==> src/design/simt_pkg.sv <==
// ----------------------------------------------------------------------------
// Sorted interval merge table package
// Shared constants and types for the front, queue and back of the block.
// ----------------------------------------------------------------------------
package simt_pkg;

  localparam int MaxRangesDefault = 256;
  localparam int ValueBitsDefault = 48;
  localparam int InBits           = 48;
  localparam int CountBits        = 9;
  localparam int TotalBits        = 49;

  typedef enum logic [1:0] {
    ST_INSERTED = 2'd0,
    ST_MERGED   = 2'd1,
    ST_FULL     = 2'd2,
    ST_REJECTED = 2'd3
  } status_t;

  typedef enum logic [2:0] {
    BK_IDLE,
    BK_FIND,
    BK_SCAN,
    BK_SHIFT,
    BK_WRITE,
    BK_SUM,
    BK_DONE
  } back_state_t;

  // One classified word handed from the front to the back.
  typedef struct packed {
    logic               bad;
    logic [InBits-1:0]  lo;
    logic [InBits-1:0]  hi;
  } job_t;

endpackage

==> src/design/simt_front.sv <==
// ----------------------------------------------------------------------------
// Sorted interval merge table front end
// Accepts ranges, masks them to the value width, flags reversed ranges and
// pushes them into a two-entry queue towards the back end.
// ----------------------------------------------------------------------------
module simt_front #(
  parameter int VALUE_BITS = simt_pkg::ValueBitsDefault
) (
  input  logic                         clk,
  input  logic                         rst,
  input  logic                         in_valid,
  output logic                         in_ready,
  input  logic [simt_pkg::InBits-1:0]  range_low,
  input  logic [simt_pkg::InBits-1:0]  range_high,
  output logic                         job_valid,
  input  logic                         job_ready,
  output simt_pkg::job_t               job
);

  localparam logic [simt_pkg::InBits-1:0] Mask =
    simt_pkg::InBits'((65'd1 << VALUE_BITS) - 65'd1);

  simt_pkg::job_t q [2];
  logic           wr_ptr, rd_ptr;
  logic [1:0]     fill;
  logic [simt_pkg::InBits-1:0] lo_m, hi_m;
  logic           push, pop;

  assign lo_m     = range_low & Mask;
  assign hi_m     = range_high & Mask;
  assign in_ready = (fill != 2'd2);
  assign push     = in_valid && in_ready;
  assign job_valid = (fill != 2'd0);
  assign pop      = job_valid && job_ready;
  assign job      = q[rd_ptr];

  always_ff @(posedge clk) begin
    if (push) begin
      q[wr_ptr] <= '{bad: (lo_m > hi_m), lo: lo_m, hi: hi_m};
    end
    if (rst) begin
      wr_ptr <= 1'b0;
      rd_ptr <= 1'b0;
      fill   <= 2'd0;
    end else begin
      if (push) wr_ptr <= ~wr_ptr;
      if (pop)  rd_ptr <= ~rd_ptr;
      fill <= fill + 2'(push) - 2'(pop);
    end
  end

endmodule

==> config.mk <==
export PLATFORM = sky130hd
export DESIGN_NAME = simt_front
export DESIGN_NICKNAME = d
export VERILOG_FILES = /design/src/design/simt_pkg.sv /design/src/design/simt_front.sv
export SDC_FILE = /design/constraint.sdc
export NUM_CORES = 1
export LEC_CHECK = 0
export BUFFER_PORTS_ARGS = -buffer_cell sky130_fd_sc_hd__buf_2
export CELL_PAD_IN_SITES_DETAIL_PLACEMENT = 2
export CELL_PAD_IN_SITES_GLOBAL_PLACEMENT = 2
export CORE_MARGIN = 3
export CORE_UTILIZATION = 35
export CTS_BUF_LIST = sky130_fd_sc_hd__clkbuf_8
export DETAILED_ROUTE_END_ITERATION = 8
export GPL_TIMING_DRIVEN = 0
export PLACE_DENSITY_LB_ADDON = 0.1
export SYNTH_ARGS = -nofsm -noshare
export SYNTH_HDL_FRONTEND = slang
export SYNTH_SLANG_ARGS = --single-unit
export TNS_END_PERCENT = 1
==> constraint.sdc <==
create_clock -name clk -period 7.6 [get_ports clk]
set_input_delay 1.52 -clock clk [delete_from_list [all_inputs] [get_ports clk]]
set_output_delay 1.52 -clock clk [all_outputs]
set_load 0.01 [all_outputs]
==> Word level (Yosys, flattened, before mapping) <==
Memory sizes are Yosys's and may differ from the RTL's. A register that Yosys moved wholly into a read port is not among the register bits.
Cells that the tools add are included.
{ "word_totals": {"regBits": 4, "ram_bits": 194, "in_bits": 100, "out_inout_bits": 99, "word_cells": 17, "memories": 1} }
{ "classes": {"n_addsub": 2, "n_lt_le_gt_ge": 1, "n_eq_ne": 1, "n_mux": 4, "bitwise": 2, "reduce_logical": 3} }
{ "memory_table": {"columns": ["name", "words", "word_bits", "read_ports", "rd_clocked_by_memory_dff", "wr", "line_no", "source"], "rows": [
  ["q", 2, 97, 1, 1, 1, "simt_front.sv:23", "simt_pkg::job_t q [2];"]
]} }
{ "op_table": {"columns": ["op", "n"], "rows": [
  ["$gt A48 B48 Y1", 1],
  ["$mux W1", 4],
  ["$add A2 B1 Y2", 1],
  ["$logic_and A1 B1 Y1", 2],
  ["$ne A2 B2 Y1 const B", 1],
  ["$not A1 Y1", 2],
  ["$reduce_bool A2 Y1", 1],
  ["$sub A2 B1 Y2", 1]
]} }

==> Depth between registers and ports, before layout <==
Gate-level depths: netlist of run 1.
{ "logic_depth": {"depth_word": 4, "ltp_mapped": 8, "ltp_nobuf": 8} }

==> Worst setup path after synthesis of run 1 <==
OpenSTA, ideal clock, no wires.
{ "synth_path": {"path_type": "input-to-reg", "startpoint": "in in_valid", "endpoint": "mem q[0][0] (netlist bit) (enable)", "setup_time_ps": 553, "t_arrival_ps": 5653, "required_ps": 7047, "setup_slack_ps": 1394, "path_stages": 2, "path_buffers": 0, "cell_sequence": "nand2_1 > nor2_1"} }
{ "synth_via": {"elab_chain_len": 3} }
{ "synth_rtl": {"columns": ["element", "line_no", "source"], "rows": [
  ["from (decl)", "simt_front.sv:11", "input logic in_valid,"],
  ["$logic_and A1 B1 Y1", "simt_front.sv:32", "assign push = in_valid && in_ready;"],
  ["$mux W1", "simt_front.sv:38", "if (push) begin"],
  ["$mux W1 (not written as such)", "simt_front.sv:39", "q[wr_ptr] <= '{bad: (lo_m > hi_m), lo: lo_m, hi: hi_m};"],
  ["to (decl)", "simt_front.sv:23", null]
]} }
Every way passes these cells.

==> results.sh, run 1 <==
export IMPL_syn2layout_area_growth_pct=22.3
export IMPL_layout_commonest_cell="sky130_fd_sc_hd__buf_2"
export IMPL_fp_dieW_um=161
export IMPL_drt_first_iter_violations=151
export IMPL_number_of_placed_i_o_pins=199
export IMPL_cts_post_setup_buffers_inserted=0
export IMPL_worstSetupPathType="reg -> out"
export IMPL_cts_htree_levels=4
export IMPL_final_layout_size_suffix_gt1_share_pct=47.1
export IMPL_path_max_fanout=10
export IMPL_fin_area_um2=10300
export IMPL_place_detailed_instances=1017
export IMPL_floorplan_rows=56
export IMPL_clk_pin_slew_ns=0.10
export IMPL_groute_usage_overall_pct=16.3
export IMPL_worst_skew_pair_latency_ns=0.47
export IMPL_drtAntennaViolNets=0
export IMPL_die_y_um=161
export IMPL_cp_start_kind="flop"
export IMPL_status="complete, no violations"
export IMPL_design_core_area_um2=23500
export IMPL_dp_slack_ns=3.78
export IMPL_cts_tree="built"
export IMPL_synthesis_area_um2=8410
export IMPL_wire_per_inst_um=19.5
export IMPL_fin_setup_tns_ns=0
export IMPL_grt_antenna_before_repair=4
export IMPL_slew_headroom_pct=44.4
export IMPL_postLayoutSetupSlackWorst_ns=3.41
export IMPL_cts_hold_fix_buffers=0
export IMPL_grt_remaining_overflow=0
export IMPL_clock_root_buffer="sky130_fd_sc_hd__clkbuf_8"
export IMPL_postSynthCellCount=496
export IMPL_drv_slew=0
export IMPL_worst_endpoint_arrival_ns=2.67
export IMPL_tritoncts_num_buffers=17
export IMPL_finish_cell_count_without_fillers=1052
export IMPL_power_leakage_nw=4.06
export IMPL_io_buffer_count=198
export IMPL_nNetsFinal=867
export IMPL_report_final_hold_viol_count=0
export IMPL_route_final_wire_length_mm=20.5
export IMPL_post_synth_cell_area_avg_um2=16.9
export IMPL_gpl_final_weighted_congestion=0.734
export IMPL_fmax_ghz=0.239
export IMPL_maxCapViolations=0
export IMPL_synth_ff_latch_count=199
export IMPL_dr_pass1_iters=4
export IMPL_syn_nets=646
export IMPL_power_mw=2.93
export IMPL_instance_area_after_placement_um2=9900
export IMPL_grt_setup_unrepaired="false"
export IMPL_grt_first_pass_wirelength_mm=32.4
export IMPL_mostFrequentLayoutCells="sky130_fd_sc_hd__buf_2 (201), sky130_fd_sc_hd__edfxtp_1 (194), sky130_fd_sc_hd__mux2_2 (97), sky130_fd_sc_hd__ha_1 (50), sky130_fd_sc_hd__inv_1 (49)"
export IMPL_hpwlAfterDp_mm=15.2
export IMPL_post_route_drc_count=0
export IMPL_report_final_setup_viol=0
export IMPL_final_min_period_over_clock_period_pct=55.1
export IMPL_ctsResizeCount=0
export IMPL_die_area_um2=25900
export IMPL_synth_yosys_seq_area_share_pct=70.5
export IMPL_fin_crit_ns=4.19
export IMPL_ys_types=37
export IMPL_vdd_ir_drop_max_uv=107
export IMPL_hold_class="reg -> reg"
export IMPL_cts_path_max_buffers=2
export IMPL_cts_sinks=199
export IMPL_worst_slew_pin_slew_ns=0.832
export IMPL_p_per_area_nw_per_um2=285
export IMPL_cp_end_kind="primary output"
export IMPL_start_util_pct=35.7
export IMPL_vias_per_cell=4.69
export IMPL_routed_via_count=4938
export IMPL_ys_warnings=0
export IMPL_worstPathRequired_ns=6.08
export IMPL_largest_net_degree_at_the_start_of_global_routing=52
export IMPL_first_global_vias=5634
export IMPL_finalClockSkew_ns=0.0118
-- final cells by class --
type / count / area, um2
well taps: 319 / 399
plain buffers: 11 / 45.0
repair buffers: 202 / 1080
multi-input cells: 237 / 2260
fillers: 2339 / 13300
clock buffers: 17 / 234
diodes: 3 / 7.51
flip-flops and latches: 199 / 5930
inverters: 49 / 184
clock inverters: 15 / 144
-- sequential cells by signal, indices dropped and copies added (netlist names), named ones only --
register and cells:
q 194, fill 2, rd_ptr 1, wr_ptr 1
-- per-stage QoR --
stage | hold WS [ns] | utilization (%)
global route | 0.601 | 43.6
floorplan | 0.481 | -
CTS | 0.559 | 43.6
finish | 0.539 | 43.7
detailed placement | 0.531 | 42.0
global placement | 0.499 | 41.6
-- layer usage --
metal	vias to the layer above	share of wire (%)	wire, um	GRT usage (%)
li1	2330	-	-	-
met1	2450	42	8660	19.6
met2	121	51	10400	28.4
met3	29	5.5	1140	5.00
met4	8	1.5	318	4.89
met5	-	0.23	48	0
-- cells by family (layout without fill, tap and decap cells) --
logic type | count (synthesis) | after routing | synth area share (%)
buffers and inverters | 60 | 294 | 2.72
AND/OR/NAND/NOR | 50 | 50 | 3.14
AO/OA/AOI/OAI | 36 | 36 | 2.78
other | 0 | 3 | 0
multiplexers | 97 | 97 | 13.0
XOR/XNOR | 4 | 4 | 0.417
adder cells (fa/ha/maj) | 50 | 50 | 7.44
flip-flops | 199 | 199 | 70.5
-- synthesized netlist by cell type, drive strengths merged --
cell	number	area share, %
o21ai	4	0.28
nand3	6	0.36
a21boi	2	0.22
ha	50	7.4
a21oi	20	1.3
inv	49	2.2
edfxtp	194	69
o311a	1	0.12
nor2b	2	0.15
and2	1	0.074
a21o	2	0.18
nor4	3	0.30
nand2b	1	0.074
nand2	8	0.36
nand4	12	0.89
nor2	11	0.49
dfxtp	5	1.2
a211oi	1	0.089
buf	3	0.18
xor2	2	0.21
and4	1	0.12
o211ai	2	0.18
or2	1	0.074
a211o	1	0.10
clkbuf	8	0.36
and3	1	0.074
mux2	97	13
nor3	3	0.18
xnor2	2	0.21
a22oi	1	0.089
a221o	1	0.12
o31a	1	0.12
-- report_power, final --
group / switching, mW / internal [mW] / leakage [nW]
logic: 0.466 / 0.365 / 2.02
clock network: 0.403 / 0.267 / 0.185
registers: 0.0369 / 1.39 / 1.85
-- path summary, 6_finish.rpt --
| kind | from | end | slack, ns | depth (start not counted) |
|---|---|---|---|---|
| worst min-delay path | rd_ptr$_SDFFE_PP0P_ | rd_ptr$_SDFFE_PP0P_ | 0.54 | 2 |
| worst min register to register | rd_ptr$_SDFFE_PP0P_ | rd_ptr$_SDFFE_PP0P_ | 0.54 | 2 |
| worst max-delay path | flop | job[70] | 3.41 | 5 |
| worst max register to register | fill[0]$_SDFF_PP0_ | q[0][7]$_DFFE_PP_ | 5.40 | 5 |
-- critical path: stages (launching register included) --
cell	delay, ns
sky130_fd_sc_hd__dfxtp_1	0.33
sky130_fd_sc_hd__clkbuf_1	0.35
sky130_fd_sc_hd__clkbuf_1	0.56
sky130_fd_sc_hd__buf_2	0.43
sky130_fd_sc_hd__mux2_2	0.39
sky130_fd_sc_hd__buf_2	0.14
No activity file was read; power rests on OpenSTA's default activity.
==> run 2: changes to the inputs <==
- ABC_AREA: default -> 1
- clock period: 7.6 -> 3.4 ns (I/O delays scaled with it)
==> results.sh, run 2 <==
export IMPL_final_layout_size_suffix_gt1_share_pct=43.4
export IMPL_fin_crit_ns=2.64
export IMPL_vias_per_cell=4.62
export IMPL_cp_num_buf_inv=4
export IMPL_worstPathRequired_ns=2.72
export IMPL_postLayoutSetupSlackWorst_ns=0.764
export IMPL_grt_first_pass_wirelength_mm=33.1
export IMPL_grt_setup_unrepaired="false"
export IMPL_slew_headroom_pct=52.5
export IMPL_worst_hold_startpoint="range_high[6]"
export IMPL_clk_pin_slew_ns=0.11
export IMPL_final_min_period_over_clock_period_pct=77.5
export IMPL_synth_edff_count=194
export IMPL_fmax_ghz=0.379
export IMPL_worst_endpoint_arrival_ns=1.96
export IMPL_multiInputGateArea_um2=2330
export IMPL_cp_end_kind="primary output"
export IMPL_drv_slew=0
export IMPL_drt_first_iter_violations=192
export IMPL_hold_path_cell_count=1
export IMPL_largest_net_degree_at_the_start_of_global_routing=31
export IMPL_p_per_area_nw_per_um2=640
export IMPL_critical_path_reg2reg_endpoint="q[1][81]$_DFFE_PP_"
export IMPL_ys_warnings=0
export IMPL_status="complete, no violations"
export IMPL_die_y_um=163
export IMPL_clock_root_buffer="sky130_fd_sc_hd__clkbuf_8"
export IMPL_antenna_cells_inserted=0
export IMPL_design_core_area_um2=23800
export IMPL_gpl_final_weighted_congestion=0.721
export IMPL_rrSetupSlack_ns=1.24
export IMPL_layout_commonest_cell="sky130_fd_sc_hd__buf_2"
export IMPL_routed_via_count=5098
export IMPL_io_buffer_count=198
export IMPL_maxCapViolations=0
export IMPL_ys_types=24
export IMPL_postSynthCellCount=547
export IMPL_biggestRegsByFlops="q (194), fill (2)"
export IMPL_cts_post_setup_buffers_inserted=0
export IMPL_syn_nets=697
export IMPL_finish_cell_count_without_fillers=1103
export IMPL_worst_skew_pair_latency_ns=0.46
export IMPL_drtAntennaViolNets=0
export IMPL_synth_yosys_seq_area_share_pct=69.1
export IMPL_cp_start_kind="flop"
export IMPL_cts_htree_levels=4
export IMPL_cts_path_max_buffers=2
export IMPL_largest_reg_flops=194
export IMPL_reg2reg_depth=6
export IMPL_wire_per_inst_um=19.2
export IMPL_route_final_wire_length_mm=21.1
export IMPL_post_route_drc_count=0
export IMPL_critical_path_cell_chain="buf_2 -> buf_6 -> buf_6 -> mux2_1 -> buf_2"
export IMPL_first_global_vias=5935
export IMPL_synth_top_cells_by_count="sky130_fd_sc_hd__edfxtp_1 (194), sky130_fd_sc_hd__mux2_2 (74), sky130_fd_sc_hd__inv_1 (68), sky130_fd_sc_hd__nand2_1 (62), sky130_fd_sc_hd__ha_1 (50)"
export IMPL_mostFrequentLayoutCells="sky130_fd_sc_hd__buf_2 (205), sky130_fd_sc_hd__edfxtp_1 (194), sky130_fd_sc_hd__mux2_2 (74), sky130_fd_sc_hd__inv_1 (70), sky130_fd_sc_hd__nand2_1 (62)"
export IMPL_nNetsFinal=921
export IMPL_number_of_placed_i_o_pins=199
export IMPL_cts_hold_fix_buffers=0
export IMPL_final_core_occ_pct=44.4
export IMPL_worst_slew_pin_slew_ns=0.711
export IMPL_hpwlAfterDp_mm=16.0
export IMPL_start_util_pct=36.1
export IMPL_fp_dieW_um=163
export IMPL_area_sequential_um2=5930
export IMPL_reg2reg_launch_point="fill[0]$_SDFF_PP0_"
export IMPL_vdd_ir_drop_max_uv=393
export IMPL_worst_path_max_delay_cell="sky130_fd_sc_hd__mux2_1"
export IMPL_regMostFlops="q"
export IMPL_post_synth_top_area_fraction_pct=67.9
export IMPL_hold_class="in -> reg"
export IMPL_synth_area_top_cells="sky130_fd_sc_hd__edfxtp_1 (68%), sky130_fd_sc_hd__mux2_2 (9.7%), sky130_fd_sc_hd__ha_1 (7.3%)"
export IMPL_ctsResizeCount=0
export IMPL_fillerInstances=2325
export IMPL_grt_remaining_overflow=0
export IMPL_syn2layout_area_growth_pct=23.1
export IMPL_finalClockSkew_ns=0.0140
export IMPL_report_final_setup_viol=0
export IMPL_top_delay_family_on_crit_path="buffers and inverters"
export IMPL_synth_most_common_cell="sky130_fd_sc_hd__edfxtp_1"
export IMPL_cts_tree="built"
export IMPL_power_leakage_nw=4.38
export IMPL_tritoncts_num_buffers=17
export IMPL_cts_sinks=199
export IMPL_path_max_fanout=10
export IMPL_worstSetupPathType="reg -> out"
export IMPL_die_area_um2=26400
export IMPL_report_final_hold_viol_count=0
export IMPL_whs_ns=0.409
export IMPL_grt_antenna_before_repair=0
export IMPL_place_detailed_instances=1071
export IMPL_dr_pass1_iters=4
export IMPL_floorplan_rows=56
export IMPL_power_mw=6.76
export IMPL_timing_critical_path_slowest_cell_delay_ns=0.36
export IMPL_postSynth_topFlopCell="sky130_fd_sc_hd__edfxtp_1"
export IMPL_hold_end="q[1][6]$_DFFE_PP_"
export IMPL_synthesis_area_um2=8580
export IMPL_library_cell_with_the_largest_summed_area_after_synthesis="sky130_fd_sc_hd__edfxtp_1"
export IMPL_cell_depth_of_the_worst_setup_path=5
export IMPL_groute_usage_overall_pct=16.3
export IMPL_synth_ff_latch_count=199
export IMPL_post_synth_cell_area_avg_um2=15.7
export IMPL_synth_async_sr_flop_share_pct=0
export IMPL_dp_slack_ns=0.934
-- run 2: cell types whose count changed after synthesis, moves of 10 or more --
cell / before / now
sky130_fd_sc_hd__inv_1: 49 / 68
sky130_fd_sc_hd__mux2_1: 0 / 13
sky130_fd_sc_hd__mux2_4: 0 / 10
sky130_fd_sc_hd__mux2_2: 97 / 74
sky130_fd_sc_hd__nand2_1: 8 / 62
-- run 2: kinds of logic (layout without fill, tap and decap cells) --
| kind of cell | Yosys count | count (layout) | synth area share, % |
|---|---|---|---|
| flip-flops | 199 | 199 | 69.1 |
| buffers and inverters | 79 | 316 | 3.91 |
| AND/OR/NAND/NOR | 92 | 92 | 4.57 |
| multiplexers | 97 | 97 | 13.2 |
| adder cells (fa/ha/maj) | 50 | 50 | 7.30 |
| AO/OA/AOI/OAI | 29 | 29 | 1.85 |
| XOR/XNOR | 1 | 1 | 0.102 |
-- run 2: metal layers --
layer	global-route usage, %	vias up	routed length, um
li1	-	2427	-
met1	18.8	2532	8500
met2	29.8	119	11100
met3	4.60	20	1180
met4	4.42	0	323
met5	0	-	0
-- run 2: worst max path at each step --
stage	from	to	slack, ns
6_report	flop	job[86]	0.76
3_5_place_dp	in_valid	q[1][42]$_DFFE_PP_	0.93
5_1_grt	flop	job[86]	0.61
2_1_floorplan	in_valid	q[1][0]$_DFFE_PP_	-0.36
4_1_cts	flop	job[92]	0.68
3_3_place_gp	in_valid	q[1][42]$_DFFE_PP_	-2.19
-- run 2: area by class of cell --
class	count	area share [%]
clock buffers	17	2.22
well taps	319	3.78
flip-flops and latches	199	56.1
plain buffers	11	0.758
repair buffers	205	10.8
multi-input cells	269	22.1
clock inverters	15	1.85
inverters	68	2.42
-- run 2: power breakdown --
| group | switching, mW | internal [mW] | total, mW | leakage, nW |
|---|---|---|---|---|
| clock network | 0.885 | 0.751 | 1.64 | 0.225 |
| logic | 1.07 | 0.856 | 1.93 | 2.30 |
| registers | 0.0838 | 3.11 | 3.20 | 1.85 |
| total | 2.04 | 4.72 | 6.76 | 4.38 |
-- run 2: worst register-to-register path, delay by kind of cell (launching register included) --
| kind | cells | cell delay (ns) |
|---|---|---|
| and+or+nand+nor | 3 | 0.84 |
| DFF | 1 | 0.37 |
| buffers and inverters | 3 | 0.64 |
-- run 2: stage by stage --
step                cell area [um2]  setup TNS, ns
floorplan                      8580         -68.14
global placement               9970        -422.53
detailed placement            10100              0
CTS                           10600              0
global route                  10600              0
finish                        10600              0
